$ cat config.mk
export PLATFORM = sky130hd
export DESIGN_NAME = keypad_digit_entry_display_scan
export DESIGN_NICKNAME = d
export VERILOG_FILES = /design/src/rtl/kdeds_pkg.sv /design/src/rtl/kdeds_cell.sv /design/src/rtl/keypad_digit_entry_display_scan.sv
export SDC_FILE = /design/constraint.sdc
export NUM_CORES = 1
export LEC_CHECK = 0
export ABC_AREA = 0
export ABC_CLOCK_PERIOD_IN_PS = 15400
export BUFFER_PORTS_ARGS = -buffer_cell sky130_fd_sc_hd__buf_2
export CAP_MARGIN = 10
export CORE_MARGIN = 2
export CORE_UTILIZATION = 50
export DETAILED_ROUTE_END_ITERATION = 8
export GPL_TIMING_DRIVEN = 0
export HOLD_SLACK_MARGIN = 0.08
export PLACE_DENSITY_LB_ADDON = 0.3
export SLEW_MARGIN = 20
export SYNTH_ARGS = -nofsm -noshare
export SYNTH_HDL_FRONTEND = slang
export SYNTH_SLANG_ARGS = --single-unit
$ cat constraint.sdc
create_clock -name clk -period 15.4 [get_ports clk]
set_input_delay 3.08 -clock clk [delete_from_list [all_inputs] [get_ports clk]]
set_output_delay 3.08 -clock clk [all_outputs]
set_load 0.05 [all_outputs]
$ cat src/rtl/kdeds_pkg.sv
// package for the keypad digit entry and display scan block
// holds the key map, item codes and field widths; no dependencies
`default_nettype none

package kdeds_pkg;

  localparam int DIGIT_W  = 4;
  localparam int SEL_W    = 3;
  localparam int PORT_W   = 7;
  localparam int NUMBER_W = 27;
  localparam int MS_W     = 16;
  localparam int COL_W    = 2;
  localparam int ROWS_W   = 4;

  localparam logic OPC_TICK = 1'b0;
  localparam logic OPC_KEY  = 1'b1;

  localparam logic [MS_W-1:0] ELAPSED_MAX   = 16'hFFFF;
  localparam logic [MS_W-1:0] DEBOUNCE_RST  = 16'd200;

  typedef logic [DIGIT_W-1:0] digit_t;

  // key map, indexed by row then column
  localparam digit_t KEY_MAP [4][4] = '{
    '{4'd1, 4'd2, 4'd3, 4'd0},
    '{4'd4, 4'd5, 4'd6, 4'd0},
    '{4'd7, 4'd8, 4'd9, 4'd0},
    '{4'd0, 4'd0, 4'd0, 4'd0}
  };

  typedef struct packed {
    digit_t                current_key;
    logic                  key_accepted;
    logic [NUMBER_W-1:0]   entered_number;
    digit_t                digit_value;
    logic [SEL_W-1:0]      digit_select;
    logic [PORT_W-1:0]     port_word;
  } result_t;

  // lowest sensed row wins; no row keeps the held key
  function automatic digit_t decode_key(input logic [ROWS_W-1:0] rows,
                                        input logic [COL_W-1:0] col,
                                        input digit_t held);
    digit_t k;
    k = held;
    for (int r = ROWS_W - 1; r >= 0; r--) begin
      if (rows[r]) begin
        k = KEY_MAP[r][col];
      end
    end
    return k;
  endfunction

endpackage

`default_nettype wire

$ cat src/rtl/kdeds_cell.sv
// one digit cell of the entry register and display scan ring
// holds a digit and a scan token; uses kdeds_pkg
`default_nettype none

module kdeds_cell #(
  parameter bit FIRST = 1'b0
) (
  input  wire                      clk,
  input  wire                      rst,
  input  wire                      shift_en,
  input  wire                      tick_en,
  input  wire kdeds_pkg::digit_t   digit_in,
  output kdeds_pkg::digit_t        digit_out,
  input  wire                      token_in,
  output logic                     token_out,
  input  wire kdeds_pkg::digit_t   tap_in,
  output kdeds_pkg::digit_t        tap_out
);
  import kdeds_pkg::*;

  digit_t digit;
  logic   token;

  always_ff @(posedge clk) begin
    if (rst) begin
      digit <= '0;
      token <= FIRST;
    end else begin
      if (shift_en) begin
        digit <= digit_in;
      end
      if (tick_en) begin
        token <= token_in;
      end
    end
  end

  assign digit_out = digit;
  assign token_out = token;
  // or-chain picks the digit under the scan token
  assign tap_out   = tap_in | (token ? digit : '0);

endmodule

`default_nettype wire

$ cat src/rtl/keypad_digit_entry_display_scan.sv
// top level of the keypad digit entry and multiplexed display scan
// uses kdeds_pkg and a chain of kdeds_cell digit cells
`default_nettype none

// Takes one item per cycle on the slave stream (a millisecond tick or a key
// event) and returns exactly one result per item on the master stream, in the
// cycle after acceptance; a result register sits between the two sides, so
// items flow back to back at one per cycle while the sink keeps up. Digits
// live in a row of cells that shift on an accepted key and pass a scan token
// on each tick; the binary entry value is kept alongside and updated with
// one constant multiply-add per key.
module keypad_digit_entry_display_scan #(
  parameter int NUM_DIGITS = 8
) (
  input  wire         clk,
  input  wire         rst,
  input  wire         debounce_we,
  input  wire  [15:0] debounce_wdata,
  input  wire         s_tvalid,
  output logic        s_tready,
  input  wire  [7:0]  s_tdata,   // column[1:0], row_sense[5:2], zero pad
  input  wire         s_tuser,   // opcode
  output logic        m_tvalid,
  input  wire         m_tready,
  output logic [47:0] m_tdata    // port_word, digit_select, digit_value,
                                 // entered_number, key_accepted, current_key, pad
);
  import kdeds_pkg::*;

  function automatic longint pow10(input int n);
    longint p;
    p = 1;
    for (int i = 0; i < n; i++) begin
      p = p * 10;
    end
    return p;
  endfunction

  localparam longint TOP_WEIGHT = pow10(NUM_DIGITS - 1);
  localparam int     FULL_W     = $clog2(pow10(NUM_DIGITS));
  localparam int     VW         = (FULL_W > NUMBER_W) ? FULL_W : NUMBER_W;
  localparam int     PW         = (NUM_DIGITS > 1) ? $clog2(NUM_DIGITS) : 1;
  localparam logic [PW-1:0] LAST_POS = PW'(NUM_DIGITS - 1);

  logic [MS_W-1:0]  debounce_ms;
  logic [MS_W-1:0]  elapsed;
  logic [MS_W-1:0]  elapsed_next;
  digit_t           held_key;
  digit_t           held_key_next;
  logic [PW-1:0]    scan_pos;
  logic [VW-1:0]    value;
  logic [VW-1:0]    value_next;
  logic             in_xact;
  logic             is_tick;
  logic             key_ok;
  logic [COL_W-1:0] column;
  logic [ROWS_W-1:0] row_sense;
  digit_t           shown;
  logic [SEL_W-1:0] sel;
  logic [3:0]       pos_ext;
  result_t          result;
  result_t          out_res;

  digit_t digit_chain [NUM_DIGITS+1];
  digit_t tap_chain   [NUM_DIGITS+1];
  logic   token_chain [NUM_DIGITS+1];
  logic [NUM_DIGITS-1:0] token_vec;

  assign column    = s_tdata[1:0];
  assign row_sense = s_tdata[5:2];
  assign in_xact   = s_tvalid && s_tready;
  assign is_tick   = (s_tuser == OPC_TICK);
  assign key_ok    = (s_tuser == OPC_KEY) && (elapsed > debounce_ms);
  assign s_tready  = !m_tvalid || m_tready;

  assign held_key_next = decode_key(row_sense, column, held_key);

  assign digit_chain[0]           = held_key_next;
  assign tap_chain[0]             = '0;
  assign token_chain[0]           = token_chain[NUM_DIGITS];

  for (genvar i = 0; i < NUM_DIGITS; i++) begin : g_cell
    kdeds_cell #(.FIRST(i == 0)) u_cell (
      .clk       (clk),
      .rst       (rst),
      .shift_en  (in_xact && key_ok),
      .tick_en   (in_xact && is_tick),
      .digit_in  (digit_chain[i]),
      .digit_out (digit_chain[i+1]),
      .token_in  (token_chain[i]),
      .token_out (token_chain[i+1]),
      .tap_in    (tap_chain[i]),
      .tap_out   (tap_chain[i+1])
    );
    assign token_vec[i] = token_chain[i+1];
  end

  assign shown   = tap_chain[NUM_DIGITS];
  assign pos_ext = 4'(scan_pos);
  assign sel     = 3'd7 - pos_ext[2:0];

  // drop the top digit, then times ten plus the new key
  always_comb begin
    value_next = value;
    if (key_ok) begin
      value_next = VW'((value - VW'(digit_chain[NUM_DIGITS]) * VW'(TOP_WEIGHT)) * VW'(10)
                       + VW'(held_key_next));
    end
  end

  always_comb begin
    elapsed_next = elapsed;
    if (is_tick) begin
      if (elapsed != ELAPSED_MAX) begin
        elapsed_next = elapsed + 16'd1;
      end
    end else if (key_ok) begin
      elapsed_next = '0;
    end
  end

  always_comb begin
    result                = '0;
    result.entered_number = value_next[NUMBER_W-1:0];
    result.key_accepted   = key_ok;
    result.current_key    = key_ok ? held_key_next : held_key;
    if (is_tick) begin
      result.digit_select = sel;
      result.digit_value  = shown;
      result.port_word    = {sel, shown};
    end
  end

  always_ff @(posedge clk) begin
    if (rst) begin
      debounce_ms <= DEBOUNCE_RST;
      elapsed     <= '0;
      held_key    <= '0;
      scan_pos    <= '0;
      value       <= '0;
      m_tvalid    <= 1'b0;
    end else begin
      if (debounce_we) begin
        debounce_ms <= debounce_wdata;
      end
      if (in_xact) begin
        elapsed <= elapsed_next;
        value   <= value_next;
        if (key_ok) begin
          held_key <= held_key_next;
        end
        if (is_tick) begin
          scan_pos <= (scan_pos == LAST_POS) ? '0 : scan_pos + PW'(1);
        end
        m_tvalid <= 1'b1;
      end else if (m_tready) begin
        m_tvalid <= 1'b0;
      end
    end
  end

  always_ff @(posedge clk) begin
    if (in_xact) begin
      out_res <= result;
    end
  end

  assign m_tdata = {2'b00, out_res};

  a_token_onehot: assert property (@(posedge clk) disable iff (rst)
    $onehot(token_vec))
    else $error("scan token lost or duplicated");

  a_token_pos: assert property (@(posedge clk) disable iff (rst)
    token_vec[scan_pos])
    else $error("scan token disagrees with scan position");

  a_key_clears: assert property (@(posedge clk) disable iff (rst)
    in_xact && key_ok |=> elapsed == '0)
    else $error("accepted key did not clear elapsed count");

  a_key_no_drive: assert property (@(posedge clk) disable iff (rst)
    m_tvalid && out_res.key_accepted |-> out_res.port_word == '0)
    else $error("key result drives the display port");

endmodule

`default_nettype wire

---- Word level (Yosys, flattened, before mapping) ----
Cells that the tools add are included.
cells by class
  muxes and demuxes ....................... 32
  bitwise gates (word level) .............. 9
  $mul .................................... 2
  reductions and logical operators ........ 10
  equality and inequality tests ........... 3
  $add $sub $neg .......................... 5
  $lt $le $gt $ge ......................... 2
operators by type and width
  kind                   count
  $mux 4                 21
  $mux 16                3
  $bmux 4 s2             4
  $or 4x4->4             7
  $add 27x4->27          1
  $mul 27x3->26 const B  1
  $mux 27                1
  $sub 27x27->27         1
  $mul 4x17->20 const B  1
  $add 16x1->16 const B  1
  $gt 16x16->1           1
  $ne 16x16->1 const B   1
  $logic_and 1x1->1      4
  $reduce_bool 2->1      2
  $add 3x1->3 const B    1
  $eq 3x3->1 const B     1
  $ge 3x3->1 const B     1
  $mux 3                 1
  $not 2->3              1
  $reduce_and 3->1       1
  $sub 3x3->3 const A    1
  $mux 1                 2
  $ne 2x1->1 const B     1
  $reduce_and 2->1       1
  3 further kinds        3
word-level totals
  logic and storage cells ................. 91
  register bits after elaboration ......... 153
  bits of input ports ..................... 30
  output and inout port bits .............. 50

---- Logic depth before layout (Yosys ltp) ----
Gate-level depths: netlist of run 1.
  depth in word-level cells ............... 10
  mapped depth ............................ 33
  mapped depth without buffers ............ 32

---- By module ----
A second synthesis of run 1 with hierarchy kept.
unflattened totals
  cells, all modules ...................... 1153
  area, all modules ....................... 10158.5 µm²
by module, submodules not included
  module                           area an instance (µm²)  instances  seq. area each (µm²)  cells each
  keypad_digit_entry_display_scan  8476.9                  1          2512.4                993
  kdeds_cell                       210.2                   8          100.1                 20

---- Worst setup path after synthesis of run 1 ----
OpenSTA, ideal clock, no wires.
  kind .................................... input -> output
  start ................................... input port m_tready
  end ..................................... output port s_tready
  data required time ...................... 12320 ps
  setup slack ............................. 8803 ps
  data arrival time ....................... 3517 ps
  stages on the path ...................... 1
  buffers on the path ..................... 0
  cell sequence ........................... nand2b_1
on the way
  longest elaborated chain between the ends .. 1
RTL lines
  item                RTL line                               source
  start: declaration  keypad_digit_entry_display_scan.sv:24  input wire m_tready,
  $logic_or 1x1->1    keypad_digit_entry_display_scan.sv:74  assign s_tready = !m_tvalid || m_tready;
  end: declaration    keypad_digit_entry_display_scan.sv:20  output logic s_tready,
Every way passes these cells.

==> flow_metrics.tcl, run 1 <==
set metrics [dict create \
    synth_edf_count 39 \
    synth_top_family_by_area "compound AO/OA/AOI/OAI gates" \
    synth-adder-area-share_pct 15.4 \
    cp_data_arrival_time_ns 7.84 \
    core_area_mm2 0.0195 \
    num_rows 51 \
    hold_path_class "flop to flop" \
    yosysWarnings 0 \
    start_util_pct 50.8 \
    vias 8577 \
    end_kind "flop" \
    status "finished clean" \
    die_w_um 145 \
    synthToLayoutAreaGrowth_pct 13.1 \
    grt_max_degree 28 \
    clockPowerShare_pct 46.6 \
    cts-root-buf "clkbuf_16" \
    cts_tree "yes" \
    die_y_um 145 \
    syn_inst 1148 \
    startpoint_type "flop" \
    avgSynthCellArea_um2 8.62 \
    finalHoldViolCount 0 \
    synthTopCellsByArea "dfxtp_1, ha_1, edfxtp_1" \
    netSwitchingFraction_pct 27.7 \
    muxShareOfSynthArea_pct 2.67 \
    htreeDepth 4 \
    p_per_area_mw_per_mm2 78.8 \
    clock_skew_ns 0.0128 \
    timing.fmax_mhz 130 \
    dp_cells 1486 \
    yosys.area_share.xor_xnor_pct 6.80 \
    path_class "flop to flop" \
    nets 1389 \
    p_switching_mw 0.244 \
    cts_resized 0 \
    cts_hold_buffers 0 \
    yosys.area_share.simple_pct 17.9 \
    dr.pass1.iters 8 \
    crit_path_top_delay_cell "fa_1" \
    internal-power_mw 0.637 \
    grt_pass1_wl_um 39300 \
    cap_violations 0 \
    ys_seq_area_share_pct 33.5 \
    tns_ns 0 \
    crit_family "compound AO/OA/AOI/OAI gates" \
    portBuffers 71 \
    syn_area_mm2 0.00989 \
    drive_gt1_share_pct 12.1 \
    drc 0 \
    cts_setup_buffers 0 \
    max_slew_margin_pct 46.8 \
    setup_violations 0 \
    dieArea_mm2 0.0209 \
    antenna_found_initial 0 \
    comb_power_share_pct 7.4 \
    ioPinCount 80 \
    path_max_fanout 7 \
    viasPerCell 5.65 \
    seq_power_share_pct 46.0 \
    clock_sinks 146 \
    cts.clk_slew.worst_paths_ns 0.07 \
    synth_async_sr_flop_share_pct 0 \
    synth_compound_area_share_pct 19.5 \
    yosysTopAreaCellShare_pct 21.7 \
    rsz0062_at_grt "no" \
    grt.total_usage_pct 24.0 \
    grt_pass1_vias 7947 \
    worstMarginPinSlew_ns 0.795 \
    final_cells 1518 \
    critPathBufInv 3 \
    dpl.hpwl_um 18300 \
    n_antenna_cell 0 \
    globalplace.congestion 0.924 \
    fin_crit_ns 7.69 \
    wl_per_cell_um 16.0 \
    finalCritPeriodShare_pct 50.0 \
    clk_latency_ns 0.44 \
    p_leak_nw 4.74 \
    timing.final.max_slew_violations 0 \
    clk_path_buf_depth 2 \
    dominantRegCellSynth "dfxtp_1" \
    ys_seq_elements 146 \
    max-vdd-ir-drop_mv 0.0884 \
    slowest_delay_ns 0.53 \
    first_iter_violations 648 \
    power_mw 0.881 \
    cts_buffers 17 \
    routed_wirelength_um 24200 \
    nFillCells 1755 \
    crit_required_ns 15.55 \
    yosysTopAreaCell "dfxtp_1" \
    grt-ovfl-total 0 \
    detail-route-antenna-nets 0 \
    synth.distinct_cells 79 \
]
[layer usage]
| layer | wire length [um] | up-vias | GRT usage (%) | part of all wire (%) |
|---|---|---|---|---|
| met5 | 0 | - | 0 | 0 |
| met4 | 403 | 0 | 7.15 | 1.7 |
| met3 | 1220 | 33 | 4.18 | 5.0 |
| met2 | 10700 | 244 | 37.5 | 44 |
| met1 | 11900 | 4021 | 34.0 | 49 |
| li1 | - | 4279 | - | - |
[power by group through the flow]
| stage | Clock [mW] | Sequential, mW | Combinational, mW |
|---|---|---|---|
| 2_1_floorplan | 0 | 0.431 | 0.0294 |
| 3_3_place_gp | 0 | 0.414 | 0.0635 |
| 3_5_place_dp | 0 | 0.414 | 0.0648 |
| 4_1_cts | 0.416 | 0.405 | 0.0651 |
| 5_1_grt | 0.430 | 0.406 | 0.0698 |
| 6_report | 0.411 | 0.405 | 0.0649 |
[cell usage in the layout (no fill, tap or decap), drive strengths merged, types with 17 or more instances in the layout]
master and instances:
nand2 162, a21oi 126, ha 114, nor2 107, dfxtp 107, buf 86, inv 63, clkbuf 52
xnor2 46, edfxtp 39, o21ai 36, xor2 30, a211oi 23, a21o 22, nor3 22, a22oi 18
o21a 17
[flip-flops by register name (all words and copies together), names as in the netlist]
register,cells
m_tdata,39
value,27
elapsed,16
m_tvalid,1
g_cell.u_cell.token_out,8
debounce_ms,16
held_key,4
scan_pos,3
g_cell.u_cell.digit_out,32
[tightest hold or removal path, stage by stage (launching register included)]
cell and delay [ns]:
dfxtp_1 0.32, nand2_1 0.06, a21oi_1 0.05
[kinds of logic (layout without fill, tap and decap cells)]
family                     after synthesis  count (layout)
muxes                                   25              25
AOI/OAI and AO/OA                      298             298
xor gates and xnor gates                76              76
DFF                                    146             146
adders and majority gates              119             119
and+or+nand+nor                        384             384
buffers and inverters                   99             203
other                                    1               2
[through the flow]
stage          hold WS, ns  utilization [%]  setup WS, ns  cell area [um2]
6_report             0.470             57.5          7.71            11200
5_1_grt              0.485             57.5          7.02            11200
4_1_cts              0.469             57.5          7.74            11200
3_5_place_dp         0.461             54.5          7.82            10600
3_3_place_gp         0.457             54.4          7.80            10600
2_1_floorplan        0.442                -          8.80             9900
[cell usage after synthesis, types with 5 or more instances]
cell	instances
buf_4	9
clkbuf_1	34
nor2_1	107
dfxtp_1	107
a21o_1	22
a211oi_1	19
xnor2_1	45
edfxtp_1	39
and2_1	7
nand2_1	161
ha_1	114
nand3_1	13
a22oi_1	18
fa_1	5
o21a_1	17
and3_1	9
nor2b_1	10
mux2_2	11
a21oi_1	125
nand4_1	11
inv_1	50
a31oi_1	8
o211ai_1	10
mux2i_1	14
nor3_1	19
xor2_1	30
or3_1	10
nand2b_1	7
o21ai_0	32
[layout make-up]
type                       count  area, um2  share of cell area (%)
tap                          265        332                    2.96
buffer                        49        220                    1.97
clock buffer                  17        425                    3.80
timing repair buffer          72        375                    3.36
sequential                   146       3310                    29.6
multi-input combinational    904       6170                    55.2
clock inverter                15        156                    1.40
inverter                      50        188                    1.68
[path summary, 6_finish.rpt]
check                           startpoint  slack (ns)                       endpoint  cells past startpoint
max reg2reg  g_cell[7].u_cell.digit_out[2]        7.71                    m_tdata[40]                     32
max          g_cell[7].u_cell.digit_out[2]        7.71                    m_tdata[40]                     32
min reg2reg  g_cell[3].u_cell.digit_out[1]        0.47  g_cell[4].u_cell.digit_out[1]                      2
min          g_cell[3].u_cell.digit_out[1]        0.47  g_cell[4].u_cell.digit_out[1]                      2
Note: power is estimated with default switching activity, not from simulation.
==> run 2: changes to the inputs <==
- ABC_CLOCK_PERIOD_IN_PS: 15400 -> 8100
- clock period: 15.4 -> 8.1 ns (I/O delays scaled with it)
==> run 2 against run 1 <==
Setup slack worse by 7.1 ns; register-to-register slack worse by 7.1 ns; maximum frequency up 2.4%; sequential cell count unchanged; design area up 0.14%; largest power group unchanged; critical endpoint unchanged; sequential share of layout area about the same.
==> flow_metrics.tcl, run 2 (synthesis gave the netlist of run 1 again) <==
set metrics [dict create \
    status "finished clean" \
    synthToLayoutAreaGrowth_pct 13.2 \
    startpoint_type "flop" \
    tns_ns 0 \
    seq_power_share_pct 46.0 \
    setup_violations 0 \
    die_y_um 145 \
    rr_worst_depth 31 \
    grt-ovfl-total 0 \
    grt_max_degree 28 \
    max_slew_margin_pct 48.2 \
    cts.clk_slew.worst_paths_ns 0.07 \
    htreeDepth 4 \
    worstMarginPinSlew_ns 0.774 \
    die_w_um 145 \
    met1_length_um 11800 \
    max-vdd-ir-drop_mv 0.167 \
    clockPowerShare_pct 46.7 \
    cts_tree "yes" \
    internal-power_mw 1.21 \
    met3_wirelength_um 1320 \
    dieArea_mm2 0.0209 \
    fin_util_pct 57.6 \
    clock_skew_ns 0.0125 \
    viasPerCell 5.65 \
    clk_latency_ns 0.44 \
    drive_gt1_share_pct 12.3 \
    layout_commonest_cell "nand2_1" \
    clk_path_buf_depth 2 \
    finalCritPeriodShare_pct 92.7 \
    dr_wl_met2_um 10700 \
    routed_wirelength_um 24300 \
    hold_path_class "flop to flop" \
    cts_buffers 17 \
    path_depth 31 \
    timing.final.max_slew_violations 0 \
    comb_power_share_pct 7.3 \
    clock_sinks 146 \
    p_leak_nw 4.76 \
    largest_reg_flops 39 \
    cts_hold_buffers 0 \
    crit_top_cell "ha_1" \
    antenna_found_initial 0 \
    crit_family "compound AO/OA/AOI/OAI gates" \
    end_kind "flop" \
    top_layer "met4" \
    start_util_pct 50.8 \
    globalplace.congestion 0.924 \
    layout.cells.most_common_list "nand2_1, a21oi_1, ha_1" \
    first_iter_violations 719 \
    wl_per_cell_um 16.0 \
    n_antenna_cell 0 \
    cts_setup_buffers 0 \
    grt_pass1_vias 7947 \
    finalHoldViolCount 0 \
    path_class "flop to flop" \
    ioPinCount 80 \
    dr.pass1.iters 6 \
    worstHoldPathCells 2 \
    core_area_mm2 0.0195 \
    cts-root-buf "clkbuf_16" \
    crit_required_ns 8.24 \
    drc 0 \
    timing.fmax_mhz 133 \
    critPathBufInv 3 \
    path_max_fanout 7 \
    cp_data_arrival_time_ns 7.66 \
    nets 1389 \
    p_per_area_mw_per_mm2 150 \
    crit_path_top_delay_cell "fa_1" \
    p_switching_mw 0.465 \
    portBuffers 71 \
    grt.total_usage_pct 24.0 \
    rsz0062_at_grt "no" \
    netSwitchingFraction_pct 27.7 \
    slowest_delay_ns 0.53 \
    hold_ws_ns 0.470 \
    num_rows 51 \
    dpl.hpwl_um 18300 \
    detail-route-antenna-nets 0 \
    cts_resized 0 \
    fin_crit_ns 7.51 \
    vias 8583 \
    grt_pass1_wl_um 39300 \
    cap_violations 0 \
]
run 2: cell counts in the layout (fill, tap and decap cells not counted):
No cell type changed its count.
run 2: per-stage QoR:
step,std cells,power [mW],cell area (um2),setup slack [ns]
floorplan,1149,0.876,9900,1.59
global placement,1485,0.908,10600,0.501
detailed placement,1486,0.910,10600,0.518
CTS,1518,1.69,11200,0.444
global route,1518,1.72,11200,0.0301
finish,1518,1.68,11200,0.588
run 2: worst paths after layout:
path	slack, ns	endpoint	startpoint
max	0.59	m_tdata[40]	g_cell[7].u_cell.digit_out[2]
min	0.47	g_cell[4].u_cell.digit_out[1]	g_cell[3].u_cell.digit_out[1]
max reg2reg	0.59	m_tdata[40]	g_cell[7].u_cell.digit_out[2]
min reg2reg	0.47	g_cell[4].u_cell.digit_out[1]	g_cell[3].u_cell.digit_out[1]
run 2: cell type report:
class                   instances  area (um2)
multi-input cells             904        6190
plain buffers                  49         221
well taps                     265         332
repair buffers                 72         375
inverters                      50         188
clock inverters                15         156
fillers                      1755        8260
clock buffers                  17         425
flip-flops and latches        146        3310
run 2: power groups by stage:
stage	registers, mW	logic, mW	clock network (mW)
final	0.771	0.123	0.783
after detailed placement	0.787	0.123	0
after CTS	0.771	0.124	0.791
after floorplan	0.820	0.0559	0
after global placement	0.788	0.121	0
after global routing	0.773	0.133	0.818
run 2: worst min-delay path: stages, from the launching register on:
cell     delay [ns]
dfxtp_1        0.32
nand2_1        0.06
a21oi_1        0.05
run 2: metal layers:
metal | track usage [%] | up-vias
met4 | 7.15 | 0
met1 | 34.0 | 4013
met3 | 4.18 | 33
met2 | 37.5 | 254
met5 | 0 | -
li1 | - | 4283
==> run 3: changes to the inputs <==
- CORE_UTILIZATION: 50 -> 55
- HOLD_SLACK_MARGIN: 0.08 -> unset
==> run 3 against run 2 <==
Critical path depth stayed put; die area shrank 8.8%; core utilization grew 5.2 points.
==> flow_metrics.tcl, run 3 (synthesis gave the netlist of run 1 again) <==
set metrics [dict create \
    grt_pass1_vias 8126 \
    path_class "flop to flop" \
    portBuffers 71 \
    clk_path_buf_depth 2 \
    p_per_area_mw_per_mm2 151 \
    fin_crit_ns 7.46 \
    clock_skew_ns 0.0103 \
    die_y_um 138 \
    rsz0062_at_grt "no" \
    vias 8716 \
    drive_gt1_share_pct 12.3 \
    dpl.hpwl_um 18600 \
    timing.fmax_mhz 134 \
    cts.clk_slew.worst_paths_ns 0.07 \
    globalplace.congestion 0.911 \
    path_max_fanout 7 \
    start_util_pct 55.6 \
    cap_violations 0 \
    grt_pass1_wl_um 40000 \
    post-place-ws_ns 0.470 \
    cts_tree "yes" \
    worstMarginPinSlew_ns 0.854 \
    end_kind "flop" \
    htreeDepth 4 \
    n_antenna_cell 0 \
    nets 1389 \
    dpl_cell_area_mm2 0.0106 \
    finalCritPeriodShare_pct 92.2 \
    p_leak_nw 4.76 \
    crit_required_ns 8.25 \
    tns_ns 0 \
    synthToLayoutAreaGrowth_pct 12.9 \
    post-route-cell-area_mm2 0.0112 \
    setup_violations 0 \
    timing.final.max_slew_violations 0 \
    first_iter_violations 620 \
    routed_wirelength_um 24500 \
    hold_path_class "flop to flop" \
    dr.pass1.iters 5 \
    antenna_found_initial 0 \
    clock_sinks 146 \
    finalHoldViolCount 0 \
    wl_per_cell_um 16.5 \
    ioPinCount 80 \
    postLayoutSetupSlackWorst_ns 0.636 \
    detail-route-antenna-nets 0 \
    crit_top_cell "ha_1" \
    die_w_um 138 \
    layout.cells.most_common_list "nand2_1, a21oi_1, ha_1" \
    core_area_mm2 0.0178 \
    cts_buffers 17 \
    grt.total_usage_pct 25.5 \
    dieArea_mm2 0.0191 \
    clk_latency_ns 0.43 \
    cts_resized 0 \
    slowest_delay_ns 0.52 \
    max_slew_margin_pct 42.8 \
    drc 0 \
    layout_commonest_cell "nand2_1" \
    num_rows 49 \
    startpoint_type "flop" \
    crit_path_top_delay_cell "fa_1" \
    grt_max_degree 28 \
    cts_setup_buffers 0 \
    viasPerCell 5.88 \
    largest_reg_flops 39 \
    max-vdd-ir-drop_mv 0.149 \
    cp_data_arrival_time_ns 7.62 \
    cts-root-buf "clkbuf_16" \
    grt-ovfl-total 0 \
    status "finished clean" \
    cts_hold_buffers 0 \
]
==> run 3: cell count changes in the layout (fill, tap and decap cells not counted), sizes merged <==
cell	previous run	this run
clkinv	2	7
clkbuf	52	53
inv	63	57
==> run 3: report_power, final <==
| part | total [mW] | internal, mW | switching [mW] |
|---|---|---|---|
| clock network | 0.785 | 0.426 | 0.360 |
| registers | 0.771 | 0.764 | 0.00750 |
| logic | 0.124 | 0.0332 | 0.0903 |
==> run 3: per-layer routing <==
metal	wire length [um]	vias to the layer above	track usage [%]
li1	-	4271	-
met1	11300	4114	34.7
met2	11200	283	41.3
met3	1470	48	4.02
met4	546	0	8.92
met5	0	-	0
==> run 3: critical path: cells and delay by family (launching register included) <==
kind	cells	cell delay (ns)
AOI/OAI and AO/OA	12	2.40
xor gates and xnor gates	5	1.00
adders and majority gates	6	2.22
buffers and inverters	3	0.40
DFF	1	0.51
and+or+nand+nor	5	0.68
==> run 3: layout make-up <==
cell class              instances  area (um2)
multi-input cells             904        6190
plain buffers                  49         221
fillers                      1535        6620
clock inverters                14         139
well taps                     229         287
flip-flops and latches        146        3310
repair buffers                 72         375
inverters                      50         188
clock buffers                  18         450
==> run 3: worst paths after layout <==
check | start | to | slack, ns | cells past startpoint
min reg2reg | value[15] | value[15] | 0.48 | 2
max reg2reg | g_cell[7].u_cell.digit_out[2] | m_tdata[40] | 0.64 | 31
min | value[15] | value[15] | 0.48 | 2
max | g_cell[7].u_cell.digit_out[2] | m_tdata[40] | 0.64 | 31
==> run 3: per-stage QoR <==
stage,hold slack (ns),power [mW],instances,util (%)
global placement,0.454,0.908,1449,59.3
CTS,0.475,1.69,1482,62.7
detailed placement,0.464,0.910,1450,59.4
finish,0.475,1.68,1482,62.8
global route,0.490,1.73,1482,62.8
floorplan,0.442,0.876,1149,-
